$ cat config.mk
export PLATFORM = sky130hd
export DESIGN_NAME = circular_deque_unit
export DESIGN_NICKNAME = d
export VERILOG_FILES = /design/src/sv/cdq_pkg.sv /design/src/sv/cdq_ram.sv /design/src/sv/cdq_ctrl.sv /design/src/sv/circular_deque_unit.sv
export SDC_FILE = /design/constraint.sdc
export NUM_CORES = 1
export LEC_CHECK = 0
export BUFFER_PORTS_ARGS = -buffer_cell sky130_fd_sc_hd__buf_2
export CAP_MARGIN = 20
export CORE_MARGIN = 4
export CORE_UTILIZATION = 25
export CTS_CLUSTER_SIZE = 25
export DETAILED_ROUTE_END_ITERATION = 10
export GPL_TIMING_DRIVEN = 0
export SYNTH_ARGS = -nofsm -noshare
export SYNTH_HDL_FRONTEND = slang
export SYNTH_SLANG_ARGS = --single-unit
export TNS_END_PERCENT = 5
$ cat constraint.sdc
create_clock -name clk -period 3.8 [get_ports clk]
set_input_delay 0.76 -clock clk [delete_from_list [all_inputs] [get_ports clk]]
set_output_delay 0.76 -clock clk [all_outputs]
set_load 0.02 [all_outputs]
$ cat src/sv/cdq_pkg.sv
// cdq_pkg: shared constants, codes and structs of the circular deque unit
// used by every module of the block except cdq_ram, no dependencies

package cdq_pkg;

    localparam int DEPTH     = 16;
    localparam int PTR_W     = $clog2(DEPTH);
    localparam int CNT_W     = $clog2(DEPTH + 1);
    localparam int ID_W      = 32;
    localparam int FUNC_W    = 3;
    localparam int OUTCOME_W = 2;
    localparam int IDX_W     = 4;
    localparam int OCC_W     = 5;
    localparam int S_TDATA_W = 40;
    localparam int M_TDATA_W = 56;

    typedef enum logic [FUNC_W-1:0] {
        FUNC_PUSH_REAR  = 3'd0,
        FUNC_PUSH_FRONT = 3'd1,
        FUNC_POP_REAR   = 3'd2,
        FUNC_POP_FRONT  = 3'd3,
        FUNC_STATUS     = 3'd4
    } func_t;

    typedef enum logic [OUTCOME_W-1:0] {
        OUT_DONE  = 2'd0,
        OUT_FULL  = 2'd1,
        OUT_EMPTY = 2'd2
    } outcome_t;

    typedef enum logic {
        S_IDLE = 1'b0,
        S_READ = 1'b1
    } state_t;

    typedef struct packed {
        outcome_t           outcome;
        logic               removed_valid;
        logic [OCC_W-1:0]   occupancy;
        logic               is_empty;
        logic               is_full;
        logic               front_at_first_slot;
        logic               rear_at_last_slot;
        logic [IDX_W-1:0]   front_index;
        logic [IDX_W-1:0]   rear_index;
    } status_t;

    typedef struct packed {
        logic               we;
        logic [PTR_W-1:0]   waddr;
        logic [ID_W-1:0]    wdata;
        logic               re;
        logic [PTR_W-1:0]   raddr;
    } mem_req_t;

    typedef struct packed {
        logic               load;
        logic               from_ram;
        status_t            status;
    } load_t;

endpackage

$ cat src/sv/cdq_ram.sv
// cdq_ram: generic single write port, single read port synchronous ram
// read data registered when re is high, no dependencies

module cdq_ram #(
    parameter int DATA_W = 32,
    parameter int DEPTH  = 16,
    parameter int ADDR_W = $clog2(DEPTH)
) (
    input  logic              clk,
    input  logic              we,
    input  logic [ADDR_W-1:0] waddr,
    input  logic [DATA_W-1:0] wdata,
    input  logic              re,
    input  logic [ADDR_W-1:0] raddr,
    output logic [DATA_W-1:0] rdata
);

    logic [DATA_W-1:0] mem [DEPTH];

    always_ff @(posedge clk)
    begin
        if (we)
        begin
            mem[waddr] <= wdata;
        end
    end

    always_ff @(posedge clk)
    begin
        if (re)
        begin
            rdata <= mem[raddr];
        end
    end

endmodule

$ cat src/sv/cdq_ctrl.sv
// cdq_ctrl: front and rear pointers, occupancy count and transaction sequencing
// depends on cdq_pkg

module cdq_ctrl (
    input  logic                      clk,
    input  logic                      rst_n,
    input  logic                      in_valid,
    input  logic [cdq_pkg::FUNC_W-1:0] in_func,
    input  logic [cdq_pkg::ID_W-1:0]  in_id,
    input  logic                      out_free,
    output logic                      in_ready,
    output cdq_pkg::mem_req_t         mem_req,
    output cdq_pkg::load_t            ld
);

    localparam logic [cdq_pkg::PTR_W-1:0] LAST_SLOT = cdq_pkg::PTR_W'(cdq_pkg::DEPTH - 1);

    function automatic logic [cdq_pkg::PTR_W-1:0] ptr_inc(input logic [cdq_pkg::PTR_W-1:0] p);
        ptr_inc = (p == LAST_SLOT) ? '0 : p + cdq_pkg::PTR_W'(1);
    endfunction

    function automatic logic [cdq_pkg::PTR_W-1:0] ptr_dec(input logic [cdq_pkg::PTR_W-1:0] p);
        ptr_dec = (p == '0) ? LAST_SLOT : p - cdq_pkg::PTR_W'(1);
    endfunction

    cdq_pkg::state_t            state_reg, state_next;
    logic [cdq_pkg::PTR_W-1:0]  front_reg, front_next;
    logic [cdq_pkg::PTR_W-1:0]  rear_reg, rear_next;
    logic [cdq_pkg::CNT_W-1:0]  cnt_reg, cnt_next;
    cdq_pkg::status_t           pending_reg;
    cdq_pkg::status_t           status_now;
    cdq_pkg::mem_req_t          req_raw;
    cdq_pkg::outcome_t          outcome;
    cdq_pkg::func_t             func;
    logic                       accept;
    logic                       pop_ok;
    logic                       is_empty_n;

    assign func   = cdq_pkg::func_t'(in_func);
    assign accept = in_valid && in_ready;

    // pointer and count update
    always_comb
    begin
        front_next = front_reg;
        rear_next  = rear_reg;
        cnt_next   = cnt_reg;
        outcome    = cdq_pkg::OUT_DONE;
        pop_ok     = 1'b0;
        req_raw    = '0;
        req_raw.wdata = in_id;
        case (func)
            cdq_pkg::FUNC_PUSH_REAR, cdq_pkg::FUNC_PUSH_FRONT:
            begin
                if (cnt_reg == cdq_pkg::CNT_W'(cdq_pkg::DEPTH))
                begin
                    outcome = cdq_pkg::OUT_FULL;
                end
                else
                begin
                    cnt_next   = cnt_reg + cdq_pkg::CNT_W'(1);
                    req_raw.we = 1'b1;
                    if (cnt_reg == '0)
                    begin
                        front_next    = '0;
                        rear_next     = '0;
                        req_raw.waddr = '0;
                    end
                    else if (func == cdq_pkg::FUNC_PUSH_REAR)
                    begin
                        rear_next     = ptr_inc(rear_reg);
                        req_raw.waddr = rear_next;
                    end
                    else
                    begin
                        front_next    = ptr_dec(front_reg);
                        req_raw.waddr = front_next;
                    end
                end
            end
            cdq_pkg::FUNC_POP_REAR, cdq_pkg::FUNC_POP_FRONT:
            begin
                if (cnt_reg == '0)
                begin
                    outcome = cdq_pkg::OUT_EMPTY;
                end
                else
                begin
                    pop_ok     = 1'b1;
                    cnt_next   = cnt_reg - cdq_pkg::CNT_W'(1);
                    req_raw.re = 1'b1;
                    req_raw.raddr = (func == cdq_pkg::FUNC_POP_REAR) ? rear_reg : front_reg;
                    if (front_reg == rear_reg)
                    begin
                        front_next = '0;
                        rear_next  = '0;
                    end
                    else if (func == cdq_pkg::FUNC_POP_REAR)
                    begin
                        rear_next = ptr_dec(rear_reg);
                    end
                    else
                    begin
                        front_next = ptr_inc(front_reg);
                    end
                end
            end
            default:
            begin
                outcome = cdq_pkg::OUT_DONE;
            end
        endcase
    end

    // status after the transaction
    always_comb
    begin
        is_empty_n = (cnt_next == '0);
        status_now.outcome             = outcome;
        status_now.removed_valid       = pop_ok;
        status_now.occupancy           = cdq_pkg::OCC_W'(cnt_next);
        status_now.is_empty            = is_empty_n;
        status_now.is_full             = (cnt_next == cdq_pkg::CNT_W'(cdq_pkg::DEPTH));
        status_now.front_at_first_slot = !is_empty_n && (front_next == '0);
        status_now.rear_at_last_slot   = !is_empty_n && (rear_next == LAST_SLOT);
        status_now.front_index         = cdq_pkg::IDX_W'(front_next);
        status_now.rear_index          = cdq_pkg::IDX_W'(rear_next);
    end

    always_comb
    begin
        mem_req    = req_raw;
        mem_req.we = req_raw.we && accept;
        mem_req.re = req_raw.re && accept;
    end

    // next state
    always_comb
    begin
        state_next = state_reg;
        case (state_reg)
            cdq_pkg::S_IDLE:
            begin
                if (accept && pop_ok)
                begin
                    state_next = cdq_pkg::S_READ;
                end
            end
            cdq_pkg::S_READ:
            begin
                state_next = cdq_pkg::S_IDLE;
            end
            default:
            begin
                state_next = cdq_pkg::S_IDLE;
            end
        endcase
    end

    // state outputs
    always_comb
    begin
        in_ready    = 1'b0;
        ld.load     = 1'b0;
        ld.from_ram = 1'b0;
        ld.status   = status_now;
        case (state_reg)
            cdq_pkg::S_IDLE:
            begin
                in_ready = out_free;
                ld.load  = accept && !pop_ok;
            end
            cdq_pkg::S_READ:
            begin
                ld.load     = 1'b1;
                ld.from_ram = 1'b1;
                ld.status   = pending_reg;
            end
            default:
            begin
                in_ready = 1'b0;
            end
        endcase
    end

    always_ff @(posedge clk or negedge rst_n)
    begin
        if (!rst_n)
        begin
            state_reg <= cdq_pkg::S_IDLE;
            front_reg <= '0;
            rear_reg  <= '0;
            cnt_reg   <= '0;
        end
        else
        begin
            state_reg <= state_next;
            if (accept)
            begin
                front_reg <= front_next;
                rear_reg  <= rear_next;
                cnt_reg   <= cnt_next;
            end
        end
    end

    always_ff @(posedge clk)
    begin
        if (accept && pop_ok)
        begin
            pending_reg <= status_now;
        end
    end

endmodule

$ cat src/sv/circular_deque_unit.sv
// circular_deque_unit: top level of the circular deque, output register stage
// depends on cdq_pkg, cdq_ctrl and cdq_ram

// A double-ended queue of 32-bit identifiers held in a 16-slot ram. Each
// input transaction is one of push rear, push front, pop rear, pop front or
// status query, and produces exactly one result transaction with the outcome,
// the removed identifier and the occupancy and pointer status after the
// operation. A successful pop holds off the next transaction while the read
// state waits for the registered slot ram data; pushes, rejected pops and
// status queries do not. A result waiting in the output register does not
// block the next transaction as long as it is taken in the same cycle.

module circular_deque_unit (
    input  logic                          clk,
    input  logic                          rst_n,
    input  logic                          s_tvalid,
    output logic                          s_tready,
    // func [2:0], entry_id [34:3], zero [39:35]
    input  logic [cdq_pkg::S_TDATA_W-1:0] s_tdata,
    output logic                          m_tvalid,
    input  logic                          m_tready,
    // outcome [1:0], removed_valid [2], removed_id [34:3], occupancy [39:35],
    // is_empty [40], is_full [41], front_at_first_slot [42],
    // rear_at_last_slot [43], front_index [47:44], rear_index [51:48], zero [55:52]
    output logic [cdq_pkg::M_TDATA_W-1:0] m_tdata
);

    cdq_pkg::mem_req_t          mem_req;
    cdq_pkg::load_t             ld;
    cdq_pkg::status_t           status_reg;
    logic [cdq_pkg::ID_W-1:0]   ram_rdata;
    logic [cdq_pkg::ID_W-1:0]   removed_id_reg;
    logic                       m_tvalid_reg, m_tvalid_next;
    logic                       out_free;

    assign out_free = !m_tvalid_reg || m_tready;

    cdq_ctrl u_ctrl (
        .clk      (clk),
        .rst_n    (rst_n),
        .in_valid (s_tvalid),
        .in_func  (s_tdata[cdq_pkg::FUNC_W-1:0]),
        .in_id    (s_tdata[cdq_pkg::FUNC_W +: cdq_pkg::ID_W]),
        .out_free (out_free),
        .in_ready (s_tready),
        .mem_req  (mem_req),
        .ld       (ld)
    );

    cdq_ram #(
        .DATA_W (cdq_pkg::ID_W),
        .DEPTH  (cdq_pkg::DEPTH)
    ) u_ram (
        .clk   (clk),
        .we    (mem_req.we),
        .waddr (mem_req.waddr),
        .wdata (mem_req.wdata),
        .re    (mem_req.re),
        .raddr (mem_req.raddr),
        .rdata (ram_rdata)
    );

    always_comb
    begin
        m_tvalid_next = m_tvalid_reg;
        if (ld.load)
        begin
            m_tvalid_next = 1'b1;
        end
        else if (m_tready)
        begin
            m_tvalid_next = 1'b0;
        end
    end

    always_ff @(posedge clk or negedge rst_n)
    begin
        if (!rst_n)
        begin
            m_tvalid_reg <= 1'b0;
        end
        else
        begin
            m_tvalid_reg <= m_tvalid_next;
        end
    end

    always_ff @(posedge clk)
    begin
        if (ld.load)
        begin
            status_reg     <= ld.status;
            removed_id_reg <= ld.from_ram ? ram_rdata : '0;
        end
    end

    assign m_tvalid = m_tvalid_reg;
    assign m_tdata  = {4'b0000,
                       status_reg.rear_index,
                       status_reg.front_index,
                       status_reg.rear_at_last_slot,
                       status_reg.front_at_first_slot,
                       status_reg.is_full,
                       status_reg.is_empty,
                       status_reg.occupancy,
                       removed_id_reg,
                       status_reg.removed_valid,
                       status_reg.outcome};

endmodule

==> impl_metrics.py, run 1 <==
metrics = {
    "power": {
        "power_frac_seq_pct": 43.2,
        "p_clk_share_pct": 34.3,
        "swShare_pct": 30.66,
        "p_int_uw": 13190,
        "switchingPower_uw": 5833,
        "peakVddDrop_mv": 0.3974,
        "leakagePower_uw": 0.009898,
        "pwr-share-comb_pct": 22.5,
        "p_total_uw": 19020,
        "power.density_nw_per_um2": 621.6,
    },
    "logic_synthesis": {
        "yosysUniqueCellTypes": 84,
        "synth_edf_count": 616,
        "ys.flop_type": "edfxtp_1",
        "ys_ff_latch": 631,
        "yosys.area.top_type": "edfxtp_1",
        "synth.most_common_cell": "edfxtp_1",
        "syn_inst": 1734,
        "yosysTopAreaCellShare_pct": 72.20,
        "synth_area_sq_um": 25620,
        "async_reset_ff_share_pct": 2.377,
        "ys_seq_area_share_pct": 73.67,
        "synth_common_cells": "edfxtp_1, nand2_1, o21ai_0, nand3_1, a311oi_1",
        "postSynthAreaPerCell_sq_um": 14.77,
        "ys.warnings.count": 0,
        "synthTopCellsByArea": "edfxtp_1, nand2_1, a311oi_1",
    },
    "clock_network": {
        "cts_tree": "done",
        "post_cts_buffers": 0,
        "cts_buffer_depth": 3,
        "htree_levels": 3,
        "cts_root_buf": "clkbuf_16",
        "clock-sinks": 631,
        "clk_latency_ps": 620,
        "cts_buffers": 69,
        "clkSlewWorstSetupHoldPaths_ps": 60,
    },
    "worst_setup_path": {
        "cp-startpoint": "u_ctrl.cnt_reg[0]",
        "reg2reg_from": "u_ctrl.cnt_reg[0]",
        "crit_arrival_ps": 3910,
        "path_class": "reg -> reg",
        "crit_path_start_kind": "register",
        "rrSetupSlack_ps": 200,
        "r2r-end": "u_ram.rdata[28]",
        "rr_worst_depth": 13,
        "end_kind": "register",
        "crit_required_ps": 4110,
        "cp_max_fo": 10,
    },
    "die": {
        "ios": 102,
        "core-area_sq_um": 101700,
        "rows": 117,
        "die_x_um": 328.1,
        "design.die.area_sq_um": 107700,
        "die_h_um": 328.1,
        "initial_core_util_pct": 25.18,
    },
    "routing": {
        "wirelength_um": 67880,
        "drt_iter0_drc": 1506,
        "post_drt_wl_per_cell_um": 20.28,
        "viasPerCell": 4.666,
        "ant_nets": 0,
        "post-route-drc-count": 0,
        "vias": 15620,
        "first_pass_iters": 5,
    },
    "global_routing": {
        "antenna_found_initial": 11,
        "grt_usage_pct": 12.33,
        "grt_first_pass_wirelength_um": 100400,
        "overflow": 0,
        "grt_max_degree": 53,
        "grt_pass1_vias": 15280,
    },
    "timing": {
        "finalSetupViolations": 0,
        "fin_skew_ps": 22.77,
        "period_minus_slack_ps": 3596,
        "relSlewSlack_pct": 36.49,
        "fin_hold_ws_ps": 73.47,
        "min_period_over_period_pct": 94.64,
        "slew_viol_final": 0,
        "hold_viol_final": 0,
        "max_freq_ghz": 0.2781,
        "rsz0062_at_grt": "no",
        "worstMarginPinSlew_ps": 949.2,
    },
    "cells_and_area": {
        "synthToLayoutAreaGrowth_pct": 19.45,
        "fin_cells": 3347,
        "final_cell_area_sq_um": 30600,
        "drive_above_1_share_pct": 18.82,
        "final_util_pct": 30.08,
        "largest_reg_flops": 512,
        "nets": 1968,
    },
    "min_path": {
        "hp-class": "in -> async",
    },
    "placed_design": {
        "gp_congestion": 0.8235,
        "place_area_sq_um": 28400,
        "post-place-cells": 3216,
        "hpwl_um": 45970,
        "portBuffers": 91,
    },
    "run": {
        "max_cap_violations": 0,
    },
    "status": {
        "status": "finished clean",
    },
}
layer usage:
metal  GRT usage (%)  vias to the layer above  routed length [um]
met2           19.97                      560               32170
met1           16.48                     7821               29120
li1                -                     7109                   -
met5               0                        -                  27
met4           3.688                        4                1843
met3           2.860                      123                4719
how the worst max path moves through the flow:
| stage | to | slack, ps | depth (start not counted) |
|---|---|---|---|
| after CTS | u_ram.rdata[9] | 130 | 9 |
| final | u_ram.rdata[28] | 200 | 13 |
| after global placement | u_ram.mem[11][17] | -1700 | 7 |
| after detailed placement | u_ram.rdata[9] | -400 | 10 |
| after floorplan | u_ram.mem[11][0] | 4 | 6 |
| after global routing | removed_id_reg[10] | 40 | 8 |
power by group through the flow:
| stage | clock network [uW] | logic (uW) | registers, uW |
|---|---|---|---|
| after global placement | 0 | 4160 | 8400 |
| after floorplan | 0 | 2600 | 8490 |
| after CTS | 6620 | 4300 | 8240 |
| final | 6520 | 4280 | 8220 |
| after global routing | 6920 | 4660 | 8250 |
| after detailed placement | 0 | 4280 | 8380 |
logic make-up (layout without fill, tap and decap cells):
kind of cell	count (synthesis)	in the layout	share of synthesized area, %
DFF	631	631	73.67
and+or+nand+nor	479	479	8.771
AOI/OAI and AO/OA	370	370	10.27
buffers and inverters	149	383	2.974
muxes	88	88	3.673
xor gates and xnor gates	10	10	0.3419
adders and majority gates	6	6	0.2930
other	1	12	0.01464
repair_timing:
| action | 4_1_cts | 5_1_grt |
|---|---|---|
| endpoints found under the hold margin | 0 | 0 |
| endpoints found under the setup margin | 0 | 3 |
| hold buffers | 0 | 0 |
| resized for setup | 0 | 5 |
stage by stage:
stage | setup TNS (ps) | setup WS (ps)
2_1_floorplan | 0 | 3.861
3_3_place_gp | -844590 | -1698
6_report | 0 | 203.9
4_1_cts | 0 | 130.5
5_1_grt | 0 | 37.51
3_5_place_dp | -5730 | -398.3
cell type report:
cell class | instances | area (sq um)
Inverter | 17 | 68.82
Clock inverter | 37 | 351.6
Buffer | 131 | 691.9
Clock buffer | 87 | 1837
Multi-Input combinational cell | 957 | 6131
Antenna cell | 8 | 20.02
Tap cell | 1368 | 1712
Timing Repair Buffer | 111 | 918.4
Fill cell | 10070 | 71140
Sequential cell | 631 | 18870
cells in the final DEF, fill, tap and decap left out, types with 51 or more instances in the layout:
master,synthesis,routed
a21oi_1,51,51
a221oi_1,61,61
a311oi_1,62,62
buf_2,44,136
clkbuf_1,61,74
clkbuf_16,0,71
edfxtp_1,616,616
nand2_1,244,244
nand3_1,100,100
o21ai_0,104,104
worst max-delay path: stages (launching register included):
cell and delay [ps]:
dfrtp_1 420, inv_1 140, ha_1 290, or4b_4 490, buf_6 170, nand2_4 120
buf_6 180, inv_6 100, nand2b_1 170, buf_4 260, buf_4 250, a311oi_1 80
a311oi_1 470, a211oi_1 140
(Power assumes the default switching activity.)
==> run 2: changes to the inputs <==
Settings changed: GPL_TIMING_DRIVEN 0 to not set.
==> impl_metrics.py, run 2 (synthesized netlist as in run 1, its figures left out) <==
metrics = {
    "cells_and_area": {
        "final_common_cell": "edfxtp_1",
        "drive_above_1_share_pct": 19.14,
        "largest_reg_flops": 512,
        "final_cell_area_sq_um": 30420,
        "mostFrequentLayoutCells": "edfxtp_1, nand2_1, o21ai_0, nand3_1, buf_2",
        "synthToLayoutAreaGrowth_pct": 18.74,
        "nets": 1881,
    },
    "routing": {
        "ant_nets": 0,
        "viasPerCell": 4.699,
        "post-route-drc-count": 0,
        "first_pass_iters": 5,
        "post_drt_wl_per_cell_um": 19.96,
        "wirelength_um": 65020,
        "vias": 15310,
        "drt_iter0_drc": 1527,
    },
    "worst_setup_path": {
        "cp_slowest_cell": "or4b_4",
        "path_class": "reg -> reg",
        "r2r-end": "u_ram.rdata[8]",
        "path_buf_inv": 3,
        "crit_family": "simple AND/OR/NAND/NOR gates",
        "crit_path_start_kind": "register",
        "crit_required_ps": 4140,
        "crit_chain": "inv_1, ha_1, or4b_4, nand2_4, inv_6, nand2b_4, buf_4, a311oi_1, a311oi_1, a211oi_1",
        "end_kind": "register",
        "crit_top_cell": "a311oi_1",
        "rrSetupSlack_ps": 410,
        "slowest_delay_ps": 590,
        "cp_max_fo": 27,
        "rr_worst_depth": 10,
        "reg2reg_from": "u_ctrl.cnt_reg[0]",
        "crit_arrival_ps": 3730,
    },
    "timing": {
        "rsz0062_at_grt": "no",
        "min_period_over_period_pct": 89.23,
        "period_minus_slack_ps": 3391,
        "worstMarginPinSlew_ps": 771.1,
        "max_freq_ghz": 0.2949,
        "relSlewSlack_pct": 48.59,
        "fin_skew_ps": 25.08,
        "setup_slack_ps": 409.2,
        "setup_tns_ps": 0,
        "hold_viol_final": 0,
        "finalSetupViolations": 0,
        "slew_viol_final": 0,
    },
    "placed_design": {
        "hpwl_um": 36470,
        "gp_congestion": 0.8023,
        "portBuffers": 92,
        "place_area_sq_um": 28080,
        "post-place-ws_ps": 297.1,
    },
    "global_routing": {
        "grt_pass1_vias": 15100,
        "grt_usage_pct": 11.82,
        "overflow": 0,
        "grt_max_degree": 71,
        "antenna_found_initial": 10,
        "grt_first_pass_wirelength_um": 96980,
    },
    "clock_network": {
        "cts_buffer_depth": 3,
        "cts_buffers": 67,
        "ctsHoldBuffers": 0,
        "clkSlewWorstSetupHoldPaths_ps": 60,
        "clk_latency_ps": 620,
        "htree_levels": 3,
        "cts_resized": 0,
        "cts_root_buf": "clkbuf_16",
        "post_cts_buffers": 0,
        "clock-sinks": 631,
        "cts_tree": "done",
    },
    "die": {
        "ios": 102,
        "die_x_um": 328.1,
        "die_h_um": 328.1,
        "initial_core_util_pct": 25.18,
        "rows": 117,
        "design.die.area_sq_um": 107700,
        "core-area_sq_um": 101700,
    },
    "status": {
        "status": "finished clean",
    },
    "min_path": {
        "hp-class": "in -> async",
    },
    "power": {
        "power.density_nw_per_um2": 629.3,
        "leakagePower_uw": 0.009787,
        "peakVddDrop_mv": 0.4777,
    },
    "run": {
        "max_cap_violations": 0,
    },
}
run 2: cell count changes in the layout (fill, tap and decap cells not counted), sizes merged, moves of 3 or more:
| cell | delta |
|---|---|
| clkbuf | -74 |
| buf | -20 |
| bufinv | +8 |
| diode | -4 |
| clkinv | -3 |
| inv | +3 |
run 2: how the worst max path moves through the flow:
| stage | startpoint | endpoint | slack (ps) | depth (start not counted) |
|---|---|---|---|---|
| floorplan | m_tready | u_ram.mem[11][0] | 4 | 6 |
| global placement | s_tdata[1] | u_ram.rdata[8] | 390 | 8 |
| detailed placement | s_tdata[1] | u_ram.rdata[8] | 300 | 8 |
| CTS | u_ctrl.cnt_reg[0] | m_tdata[47] | 410 | 7 |
| global route | u_ctrl.cnt_reg[0] | m_tdata[47] | 260 | 7 |
| finish | u_ctrl.cnt_reg[0] | u_ram.rdata[8] | 410 | 10 |
run 2: final cells by class:
cell class,count,area (sq um)
clock inverters,46,615.6
flip-flops and latches,631,18870
multi-input cells,957,6187
well taps,1368,1712
repair buffers,157,1236
fillers,9965,71320
diodes,4,10.01
clock buffers,78,1718
inverters,17,68.82
run 2: metrics by stage:
step,power (uW),util (%),hold slack (ps),std cells
after floorplan,11090,-,464.4,1737
after global placement,12340,27.60,510.6,3130
after detailed placement,12420,27.60,512.0,3130
after CTS,19310,29.89,59.04,3254
after global routing,19990,29.89,80.37,3255
final,19140,29.90,79.24,3258
run 2: power by group:
group,total (uW),switching (uW),internal (uW)
registers,8360,272,8090
logic,3910,2590,1320
clock network,6870,2750,4120
total,19100,5620,13500
run 2: metal layers:
metal | vias up | global-route usage (%) | part of all wire [%]
li1 | 6904 | - | -
met1 | 7713 | 15.43 | 42
met2 | 583 | 20.08 | 49
met3 | 105 | 2.281 | 6.4
met4 | 4 | 3.246 | 2.2
met5 | - | 0 | 0.035
